[src/sv/odo_pkg.sv]
// Shared types and constants for the planar odometry integrator.
// Holds the sequencer state type, register indexes and the CORDIC tables.
// No dependencies.
package odo_pkg;

  localparam int unsigned CFG_IDX_W  = 8;
  localparam int unsigned CFG_DATA_W = 32;
  localparam int unsigned IN_DATA_W  = 96;
  localparam int unsigned OUT_DATA_W = 176;

  typedef logic [CFG_IDX_W-1:0]  cfg_index_t;
  typedef logic [CFG_DATA_W-1:0] cfg_data_t;
  typedef logic [IN_DATA_W-1:0]  in_data_t;
  typedef logic [OUT_DATA_W-1:0] out_data_t;

  // register indexes
  localparam cfg_index_t REG_TICK_PERIOD   = 8'd0;
  localparam cfg_index_t REG_START_X       = 8'd1;
  localparam cfg_index_t REG_START_Y       = 8'd2;
  localparam cfg_index_t REG_START_HEADING = 8'd3;

  // register reset values
  localparam logic [19:0]        TICK_PERIOD_RST = 20'd10486;
  localparam logic signed [31:0] START_X_RST     = 32'sd32768;
  localparam logic signed [31:0] START_Y_RST     = -32'sd9830;
  localparam logic [15:0]        START_HEAD_RST  = 16'd16384;

  // 1/(2*pi) in Q0.32 and the CORDIC start gain in Q2.30
  localparam logic signed [31:0] INV_TWO_PI  = 32'sd683565276;
  localparam logic signed [31:0] CORDIC_GAIN = 32'sd652032874;
  localparam logic [4:0]         CORDIC_LAST = 5'd23;

  // quadrant codes from the top two heading bits
  localparam logic [1:0] QUAD_0 = 2'd0;
  localparam logic [1:0] QUAD_1 = 2'd1;
  localparam logic [1:0] QUAD_2 = 2'd2;

  // multiply/accumulate schedule steps
  localparam logic [4:0] MS_TURN    = 5'd0;
  localparam logic [4:0] MS_FWD     = 5'd1;
  localparam logic [4:0] MS_SIDE    = 5'd2;
  localparam logic [4:0] MS_ANGLE   = 5'd3;
  localparam logic [4:0] MS_X_FC    = 5'd4;
  localparam logic [4:0] MS_X_SS    = 5'd5;
  localparam logic [4:0] MS_X_SUB   = 5'd6;
  localparam logic [4:0] MS_Y_FS    = 5'd7;
  localparam logic [4:0] MS_Y_SC    = 5'd8;
  localparam logic [4:0] MS_Y_ADD   = 5'd9;
  localparam logic [4:0] MS_Y_WRITE = 5'd10;

  typedef enum logic [2:0] {
    ST_IDLE,
    ST_CORDIC,
    ST_TRIG,
    ST_MUL,
    ST_DONE
  } odo_state_t;

  // arctangent of 2^-i as a 32-bit binary angle with 30 fraction bits per quarter turn
  function automatic logic signed [31:0] arc_angle(input logic [4:0] i);
    logic signed [31:0] a;
    case (i)
      5'd0:    a = 32'sh20000000;
      5'd1:    a = 32'sh12E4051D;
      5'd2:    a = 32'sh09FB385B;
      5'd3:    a = 32'sh051111D4;
      5'd4:    a = 32'sh028B0D43;
      5'd5:    a = 32'sh0145D7E1;
      5'd6:    a = 32'sh00A2F61E;
      5'd7:    a = 32'sh00517C55;
      5'd8:    a = 32'sh0028BE53;
      5'd9:    a = 32'sh00145F2E;
      5'd10:   a = 32'sh000A2F98;
      5'd11:   a = 32'sh000517CC;
      5'd12:   a = 32'sh00028BE6;
      5'd13:   a = 32'sh000145F3;
      5'd14:   a = 32'sh0000A2F9;
      5'd15:   a = 32'sh0000517C;
      5'd16:   a = 32'sh000028BE;
      5'd17:   a = 32'sh0000145F;
      5'd18:   a = 32'sh00000A2F;
      5'd19:   a = 32'sh00000517;
      5'd20:   a = 32'sh0000028B;
      5'd21:   a = 32'sh00000145;
      5'd22:   a = 32'sh000000A2;
      5'd23:   a = 32'sh00000051;
      default: a = 32'sh00000000;
    endcase
    return a;
  endfunction

  // round a Q2.30 CORDIC output half up to Q1.15 and clamp to +-32767
  function automatic logic signed [15:0] to_q15(input logic signed [31:0] v);
    logic signed [32:0] sum;
    logic signed [17:0] r;
    logic signed [15:0] q;
    sum = 33'(v) + 33'sd16384;
    r   = sum[32:15];
    if (r > 18'sd32767) begin
      q = 16'sd32767;
    end else if (r < -18'sd32767) begin
      q = -16'sd32767;
    end else begin
      q = r[15:0];
    end
    return q;
  endfunction

endpackage

[src/sv/planar_odometry_integrator.sv]
// Planar dead-reckoning odometry integrator, top level.
// Uses odo_pkg for the state type, register indexes and CORDIC tables.
//
// channel  dir  handshake                  payload (low bit up)
// -------  ---  -------------------------  ----------------------------------------
// in_      in   in_tvalid / in_tready      vel_forward, vel_side, turn_rate
// out_     out  out_tvalid / out_tready    pose_x, pose_y, pose_heading, echo_*
// cfg_     in   cfg_valid / cfg_ready      cfg_index, cfg_data
//
// A tick runs from its transfer through 24 CORDIC iterations of one
// shift/add unit, a rounding step, and 11 steps on a single 32x32 signed
// multiplier with one accumulator, then the output load.
// A new tick is taken only while the sequencer is idle; the output register
// lets one result wait on out_tready while the next tick is already taken.
// Reset (rst_n low, synchronous) loads default registers and the start pose.
// cfg_ready is always high; a start register write presets the pose at once.
module planar_odometry_integrator #(
  parameter int ANGLE_BITS = 16
) (
  input  logic               clk,
  input  logic               rst_n,
  input  logic               in_tvalid,
  output logic               in_tready,
  input  odo_pkg::in_data_t  in_tdata,   // vel_forward, vel_side, turn_rate
  output logic               out_tvalid,
  input  logic               out_tready,
  output odo_pkg::out_data_t out_tdata,  // pose_x, pose_y, pose_heading,
                                         // echo_forward, echo_side, echo_turn
  input  logic               cfg_valid,
  output logic               cfg_ready,
  input  odo_pkg::cfg_index_t cfg_index,
  input  odo_pkg::cfg_data_t  cfg_data
);
  import odo_pkg::*;

  localparam int ZPAD = 32 - ANGLE_BITS;
  localparam int RSH  = 48 - ANGLE_BITS;  // binary-angle rounding shift

  odo_state_t state_r, state_nxt;

  // configuration and pose
  logic [19:0]             tick_period_r, tick_period_nxt;
  logic signed [31:0]      pos_x_r, pos_x_nxt;
  logic signed [31:0]      pos_y_r, pos_y_nxt;
  logic [ANGLE_BITS-1:0]   heading_r, heading_nxt;

  // tick payload
  logic signed [31:0]      vf_r, vf_nxt, vs_r, vs_nxt, vt_r, vt_nxt;

  // CORDIC unit
  logic signed [31:0]      cx_r, cx_nxt, cy_r, cy_nxt, cz_r, cz_nxt;
  logic [4:0]              cnt_r, cnt_nxt;
  logic signed [15:0]      cos_r, cos_nxt, sin_r, sin_nxt;

  // multiplier and accumulator
  logic signed [31:0]      mul_a, mul_b;
  logic signed [63:0]      mul_p;
  logic signed [63:0]      prod_r, prod_nxt;
  logic signed [49:0]      acc_r, acc_nxt;
  logic signed [31:0]      dfwd_r, dfwd_nxt, dside_r, dside_nxt, dturn_r, dturn_nxt;

  // output register
  logic                    out_valid_r, out_valid_nxt;
  out_data_t               out_data_r, out_data_nxt;

  // combinational helpers
  logic [31:0]             full_ang;
  logic signed [31:0]      xs, ys, arc;
  logic signed [15:0]      cq, sq;
  logic signed [63:0]      step_sum;
  logic [47:0]             ang_sum;
  logic signed [35:0]      pos_sum;
  logic signed [31:0]      pos_sat;
  logic signed [31:0]      pos_old;

  assign in_tready  = (state_r == ST_IDLE);
  assign cfg_ready  = 1'b1;
  assign out_tvalid = out_valid_r;
  assign out_tdata  = out_data_r;

  assign full_ang = {heading_r, {ZPAD{1'b0}}};
  assign xs       = cx_r >>> cnt_r;
  assign ys       = cy_r >>> cnt_r;
  assign arc      = arc_angle(cnt_r);
  assign cq       = to_q15(cx_r);
  assign sq       = to_q15(cy_r);
  assign mul_p    = mul_a * mul_b;

  // rounded Q16.16 step from a Q16.36 product, and the rounded binary-angle step
  assign step_sum = prod_r + 64'sd524288;
  assign ang_sum  = prod_r[47:0] + (48'd1 << (RSH - 1));

  // round the world step, add it to the position and saturate
  assign pos_old = (cnt_r == MS_Y_FS) ? pos_x_r : pos_y_r;
  assign pos_sum = 36'(pos_old) + 36'($signed(acc_r[49:15]));
  always_comb begin
    if (pos_sum > 36'sd2147483647) begin
      pos_sat = 32'sh7FFFFFFF;
    end else if (pos_sum < -36'sd2147483648) begin
      pos_sat = 32'sh80000000;
    end else begin
      pos_sat = pos_sum[31:0];
    end
  end

  // multiplier operand selection by schedule step
  always_comb begin
    mul_a = '0;
    mul_b = '0;
    case (cnt_r)
      MS_TURN: begin
        mul_a = vt_r;
        mul_b = {12'd0, tick_period_r};
      end
      MS_FWD: begin
        mul_a = vf_r;
        mul_b = {12'd0, tick_period_r};
      end
      MS_SIDE: begin
        mul_a = vs_r;
        mul_b = {12'd0, tick_period_r};
      end
      MS_ANGLE: begin
        mul_a = dturn_r;
        mul_b = INV_TWO_PI;
      end
      MS_X_FC: begin
        mul_a = dfwd_r;
        mul_b = 32'(cos_r);
      end
      MS_X_SS: begin
        mul_a = dside_r;
        mul_b = 32'(sin_r);
      end
      MS_Y_FS: begin
        mul_a = dfwd_r;
        mul_b = 32'(sin_r);
      end
      MS_Y_SC: begin
        mul_a = dside_r;
        mul_b = 32'(cos_r);
      end
      default: begin
        mul_a = '0;
        mul_b = '0;
      end
    endcase
  end

  always_ff @(posedge clk) begin
    if (!rst_n) begin
      state_r <= ST_IDLE;
    end else begin
      state_r <= state_nxt;
    end
  end

  always_comb begin
    state_nxt       = state_r;
    tick_period_nxt = tick_period_r;
    pos_x_nxt       = pos_x_r;
    pos_y_nxt       = pos_y_r;
    heading_nxt     = heading_r;
    vf_nxt          = vf_r;
    vs_nxt          = vs_r;
    vt_nxt          = vt_r;
    cx_nxt          = cx_r;
    cy_nxt          = cy_r;
    cz_nxt          = cz_r;
    cnt_nxt         = cnt_r;
    cos_nxt         = cos_r;
    sin_nxt         = sin_r;
    prod_nxt        = mul_p;
    acc_nxt         = acc_r;
    dfwd_nxt        = dfwd_r;
    dside_nxt       = dside_r;
    dturn_nxt       = dturn_r;
    out_data_nxt    = out_data_r;
    out_valid_nxt   = out_valid_r;

    // drop the held result once it has been transferred
    if (out_valid_r && out_tready) begin
      out_valid_nxt = 1'b0;
    end

    // register writes; a start register also presets the pose
    if (cfg_valid) begin
      case (cfg_index)
        REG_TICK_PERIOD:   tick_period_nxt = cfg_data[19:0];
        REG_START_X:       pos_x_nxt = cfg_data;
        REG_START_Y:       pos_y_nxt = cfg_data;
        REG_START_HEADING: heading_nxt = ANGLE_BITS'(cfg_data[15:0]);
        default:           ;
      endcase
    end

    case (state_r)
      ST_IDLE: begin
        if (in_tvalid) begin
          vf_nxt    = in_tdata[31:0];
          vs_nxt    = in_tdata[63:32];
          vt_nxt    = in_tdata[95:64];
          cx_nxt    = CORDIC_GAIN;
          cy_nxt    = '0;
          cz_nxt    = {2'b00, full_ang[29:0]};
          cnt_nxt   = '0;
          state_nxt = ST_CORDIC;
        end
      end

      ST_CORDIC: begin
        // rotate towards zero residual angle, one iteration a cycle
        if (!cz_r[31]) begin
          cx_nxt = cx_r - ys;
          cy_nxt = cy_r + xs;
          cz_nxt = cz_r - arc;
        end else begin
          cx_nxt = cx_r + ys;
          cy_nxt = cy_r - xs;
          cz_nxt = cz_r + arc;
        end
        cnt_nxt = cnt_r + 5'd1;
        if (cnt_r == CORDIC_LAST) begin
          state_nxt = ST_TRIG;
        end
      end

      ST_TRIG: begin
        // map first-quadrant results to the heading's quadrant
        case (heading_r[ANGLE_BITS-1 -: 2])
          QUAD_0: begin
            cos_nxt = cq;
            sin_nxt = sq;
          end
          QUAD_1: begin
            cos_nxt = -sq;
            sin_nxt = cq;
          end
          QUAD_2: begin
            cos_nxt = -cq;
            sin_nxt = -sq;
          end
          default: begin
            cos_nxt = sq;
            sin_nxt = -cq;
          end
        endcase
        cnt_nxt   = MS_TURN;
        state_nxt = ST_MUL;
      end

      ST_MUL: begin
        // a step may issue one product and consume the one issued in the step before it
        case (cnt_r)
          MS_FWD:     dturn_nxt = step_sum[51:20];
          MS_SIDE:    dfwd_nxt = step_sum[51:20];
          MS_ANGLE:   dside_nxt = step_sum[51:20];
          MS_X_FC:    heading_nxt = heading_r + ang_sum[RSH +: ANGLE_BITS];
          MS_X_SS:    acc_nxt = prod_r[49:0] + 50'sd16384;
          MS_X_SUB:   acc_nxt = acc_r - prod_r[49:0];
          MS_Y_FS:    pos_x_nxt = pos_sat;
          MS_Y_SC:    acc_nxt = prod_r[49:0] + 50'sd16384;
          MS_Y_ADD:   acc_nxt = acc_r + prod_r[49:0];
          MS_Y_WRITE: pos_y_nxt = pos_sat;
          default:    ;
        endcase
        cnt_nxt = cnt_r + 5'd1;
        if (cnt_r == MS_Y_WRITE) begin
          state_nxt = ST_DONE;
        end
      end

      ST_DONE: begin
        // hold until the output register is free
        if (!out_valid_r || out_tready) begin
          out_data_nxt  = {vt_r, vs_r, vf_r, 16'(heading_r), pos_y_r, pos_x_r};
          out_valid_nxt = 1'b1;
          state_nxt     = ST_IDLE;
        end
      end

      default: begin
        state_nxt = ST_IDLE;
      end
    endcase
  end

  // position sum selects pos_x on the x write step and pos_y otherwise
  always_ff @(posedge clk) begin
    if (!rst_n) begin
      tick_period_r <= TICK_PERIOD_RST;
      pos_x_r       <= START_X_RST;
      pos_y_r       <= START_Y_RST;
      heading_r     <= ANGLE_BITS'(START_HEAD_RST);
      out_valid_r   <= 1'b0;
      cnt_r         <= '0;
    end else begin
      tick_period_r <= tick_period_nxt;
      pos_x_r       <= pos_x_nxt;
      pos_y_r       <= pos_y_nxt;
      heading_r     <= heading_nxt;
      out_valid_r   <= out_valid_nxt;
      cnt_r         <= cnt_nxt;
    end
  end

  always_ff @(posedge clk) begin
    vf_r       <= vf_nxt;
    vs_r       <= vs_nxt;
    vt_r       <= vt_nxt;
    cx_r       <= cx_nxt;
    cy_r       <= cy_nxt;
    cz_r       <= cz_nxt;
    cos_r      <= cos_nxt;
    sin_r      <= sin_nxt;
    prod_r     <= prod_nxt;
    acc_r      <= acc_nxt;
    dfwd_r     <= dfwd_nxt;
    dside_r    <= dside_nxt;
    dturn_r    <= dturn_nxt;
    out_data_r <= out_data_nxt;
  end

endmodule
[config.mk]
export PLATFORM = sky130hd
export DESIGN_NAME = planar_odometry_integrator
export DESIGN_NICKNAME = d
export VERILOG_FILES = /design/src/sv/odo_pkg.sv /design/src/sv/planar_odometry_integrator.sv
export SDC_FILE = /design/constraint.sdc
export NUM_CORES = 2
export LEC_CHECK = 0
export ABC_CLOCK_PERIOD_IN_PS = 14850
export BUFFER_PORTS_ARGS = -buffer_cell sky130_fd_sc_hd__buf_2
export CAP_MARGIN = 20
export CORE_MARGIN = 4
export CORE_UTILIZATION = 56
export CTS_CLUSTER_DIAMETER = 80
export CTS_CLUSTER_SIZE = 8
export DETAILED_ROUTE_END_ITERATION = 6
export GPL_TIMING_DRIVEN = 1
export HOLD_SLACK_MARGIN = 0.15
export PLACE_DENSITY = 0.76
export SETUP_SLACK_MARGIN = 0.3
export SYNTH_ARGS = -nofsm -noshare
export SYNTH_HDL_FRONTEND = slang
export SYNTH_SLANG_ARGS = --single-unit
[constraint.sdc]
create_clock -name clk -period 14.85 [get_ports clk]
set_clock_uncertainty 0.1 [all_clocks]
set_input_delay 0.7425 -clock clk [delete_from_list [all_inputs] [get_ports clk]]
set_output_delay 0.7425 -clock clk [all_outputs]
set_load 0.03 [all_outputs]
==> metrics.md <==
| Metric | Value |
|---|---|
| DIE HEIGHT | 380 um |
| GRT Overall Usage | 34.6% |
| Placer Congestion | 1.03 |
| Register area share after synthesis | 26.1% |
| RSZ-0062 raised after global routing | no |
| Layout area overhead | 8.93% |
| RR Startpoint | cnt_r[0] |
| Final worst-path cycle share | 83.0% |
| Initial drt markers | 7,396 |
| Synth top area cells | fa_1, edfxtp_1, ha_1, dfxtp_1, inv_1 |
| Routed Antenna Nets | 0 |
| Drt wl/cell | 25.1 um |
| Slowest cell on crit path | nand2_1 |
| Syn_area_per_cell | 9.71 um2 |
| Worst setup path endpoint | prod_r[48] |
| Grt total ovfl | 0 |
| Mapped Nets | 9,419 |
| Row count | 136 |
| CTS buffer count | 104 |
| Initial antenna violation count | 20 |
| Met3 Track Usage GR | 9.06% |
| Worst setup path start | cnt_r[0] |
| Layout cells sized above 1 | 9.84% |
| Nets | 9,609 |
| Worst Setup Start Kind | flip-flop |
| First-pass GRT wire length | 385,000 um |
| Worst-path clk slew | 0.07 ns |
| Compound-Gate Fraction of Synth Area | 11.7% |
| Dominant synthesized flop cell | edfxtp_1 |
| Routed WL | 252,000 um |
| Final TNS setup | 0 ns |
| Vias per Instance | 6.28 |
| Reg2Reg Depth | 30 |
| Critical path fanouts, max | 36 |
| Kind of critical path | reg2reg |
| Post-synthesis adder-cell area fraction | 30.0% |
| DPL Wire Length | 197,000 um |
| Die X | 380 um |
| Slowest stage delay, CP | 0.89 ns |
| Met2 usage | 54.0% |
| # setup viols final | 0 |
| Post-Syn Area | 0.0774 mm2 |
| Final hold violations | 0 |
| Die area | 0.144 mm2 |
| Starting Density | 56.3% |
| Reg2reg end | prod_r[48] |
| Hold Buf Count CTS | 94 |
| Worst Max-Slew Pin Slew | 1.17 ns |
| CORE AREA | 0.137 mm2 |
| Commonest cells in the netlist | inv_1, fa_1, nand2_1, nor2_1, edfxtp_1 |
| Post-Synth XOR/XNOR Area | 5.39% |
| Clk buf depth | 3 |
| # IOs | 320 |
| Final Core Density | 61.4% |
| Cell taking the most area after synthesis | fa_1 |
| Fraction of the mapped netlist area in simple logic gates | 14.4% |
| Postcts setup bufs | 0 |
| Ys Warns | 0 |
| HP Class | in2reg |
| Grt peak-use layer | met2 |
| Max-Cap Viols | 0 |
| TritonCTS clock tree | built |
| Reg2reg setup slack | 2.53 ns |
| Post-Synthesis Cells | 7,969 |
| FF+latch count, synth | 737 |
| Final slew viol count | 0 |
| TritonCTS Sinks | 737 |
| Most common cell in the netlist | inv_1 |
| Number of detailed-routing iterations run before antenna repair | 6 |
| Number of global-route vias before repair | 63,600 |
| CP required | 15.31 ns |
| Crit path DAT | 12.78 ns |
| Most used cell, CP | fa_1 |
| Number of port buffers | 318 |
| Ys async rst share | 0% |
| Crit. End Element | flip-flop |
| H-tree Lvls | 3 |
| Routed via count | 63,000 |
| GR met1 Demand/Resource | 44.8% |
| Status | finished clean |
| F_max | 0.0812 GHz |
| Root Buffer | clkbuf_16 |
| Post-synthesis mux area share | 5.34% |
| Tmin final | 12.32 ns |
| Main combinational cell family by area after synthesis | adder cells |
| DRC viols | 0 |
| Synth top area share | 23.4% |
| Number of distinct library cells after synthesis | 126 |
| Largest net degree at the start of global routing | 78 |
| Number of flops mapped to enable cells by yosys | 546 |
| Relative max-transition margin | 21.7% |
| # resized after CTS | 0 |
| Clk Latency, worst-skew pair | 0.73 ns |
-- registers in the layout, summed over array words and instances (netlist names), 5 cells and up --
register / count
tick_period_r: 20
cnt_r: 5
arc: 30
pos_x_r: 32
acc_r: 50
out_tdata: 176
sin_r: 16
cos_r: 16
heading_r: 16
dturn_r: 32
prod_r: 52
vf_r: 32
cx_r: 32
vs_r: 32
cy_r: 32
pos_y_r: 32
dfwd_r: 32
vt_r: 32
dside_r: 32
cz_r: 32
-- cells by family (layout without fill, tap and decap cells) --
logic type,after synthesis,after routing
other,1,7
adders and majority gates,1309,1309
buffers and inverters,1386,1657
xor gates and xnor gates,475,475
and+or+nand+nor,2444,2444
DFF,737,737
muxes,261,261
AOI/OAI and AO/OA,1356,1356
-- critical path, delay by kind of cell (launching register included) --
kind / cells / cell delay (ns)
AND/OR/NAND/NOR: 5 / 2.00
adder cells (fa/ha/maj): 10 / 4.72
buffers and inverters: 7 / 1.92
AO/OA/AOI/OAI: 8 / 2.79
flip-flops: 1 / 0.60
-- worst min-delay path by stage --
| stage | slack (ns) | endpoint | cells past startpoint | start |
|---|---|---|---|---|
| floorplan | 0.31 | out_tdata[79] | 0 | heading_r[15] |
| global placement | 0.34 | out_tdata[10] | 0 | pos_x_r[10] |
| finish | 0.18 | vs_r[22] | 1 | in_tdata[54] |
| global route | 0.16 | vs_r[22] | 1 | in_tdata[54] |
| detailed placement | 0.34 | out_tdata[13] | 0 | pos_x_r[13] |
| CTS | 0.15 | vs_r[22] | 1 | in_tdata[54] |
-- area by class of cell --
cell class                      instances  area (um2)
Sequential cell                       737       20200
Clock inverter                         10         154
Inverter                              969        3640
Tap cell                             1794        2240
Clock buffer                          177        2920
Multi-Input combinational cell       5846       51900
Timing Repair Buffer                  501        3200
Antenna cell                            6        15.0
Fill cell                           11100       53100
-- through the flow --
step	worst slack [ns]	hold WS, ns	cells	cell area [um2]
6_report	2.53	0.180	10000	84300
5_1_grt	1.91	0.160	10000	84300
4_1_cts	2.72	0.153	10000	84200
3_5_place_dp	2.75	0.338	9752	80200
3_3_place_gp	2.94	0.337	9752	80200
2_1_floorplan	3.94	0.306	7969	77400
-- cells in the final DEF, fill, tap and decap left out, types with 195 or more instances in the layout --
cell	Yosys	layout
fa_1	906	906
nand2_1	859	859
a21oi_1	382	379
xor2_1	195	195
inv_1	958	958
edfxtp_1	546	546
xnor2_1	279	279
o21ai_0	230	230
buf_2	56	319
ha_1	403	403
nor2_1	830	826
-- routing by layer --
layer  wire length, um  share of wire, %
met1             93300                37
met2            114000                45
met3             29300                12
met4             15800               6.3
met5                31             0.012
Power is not shown: default switching activity piles up to over one toggle a cycle in this logic, so the estimate is an artifact.
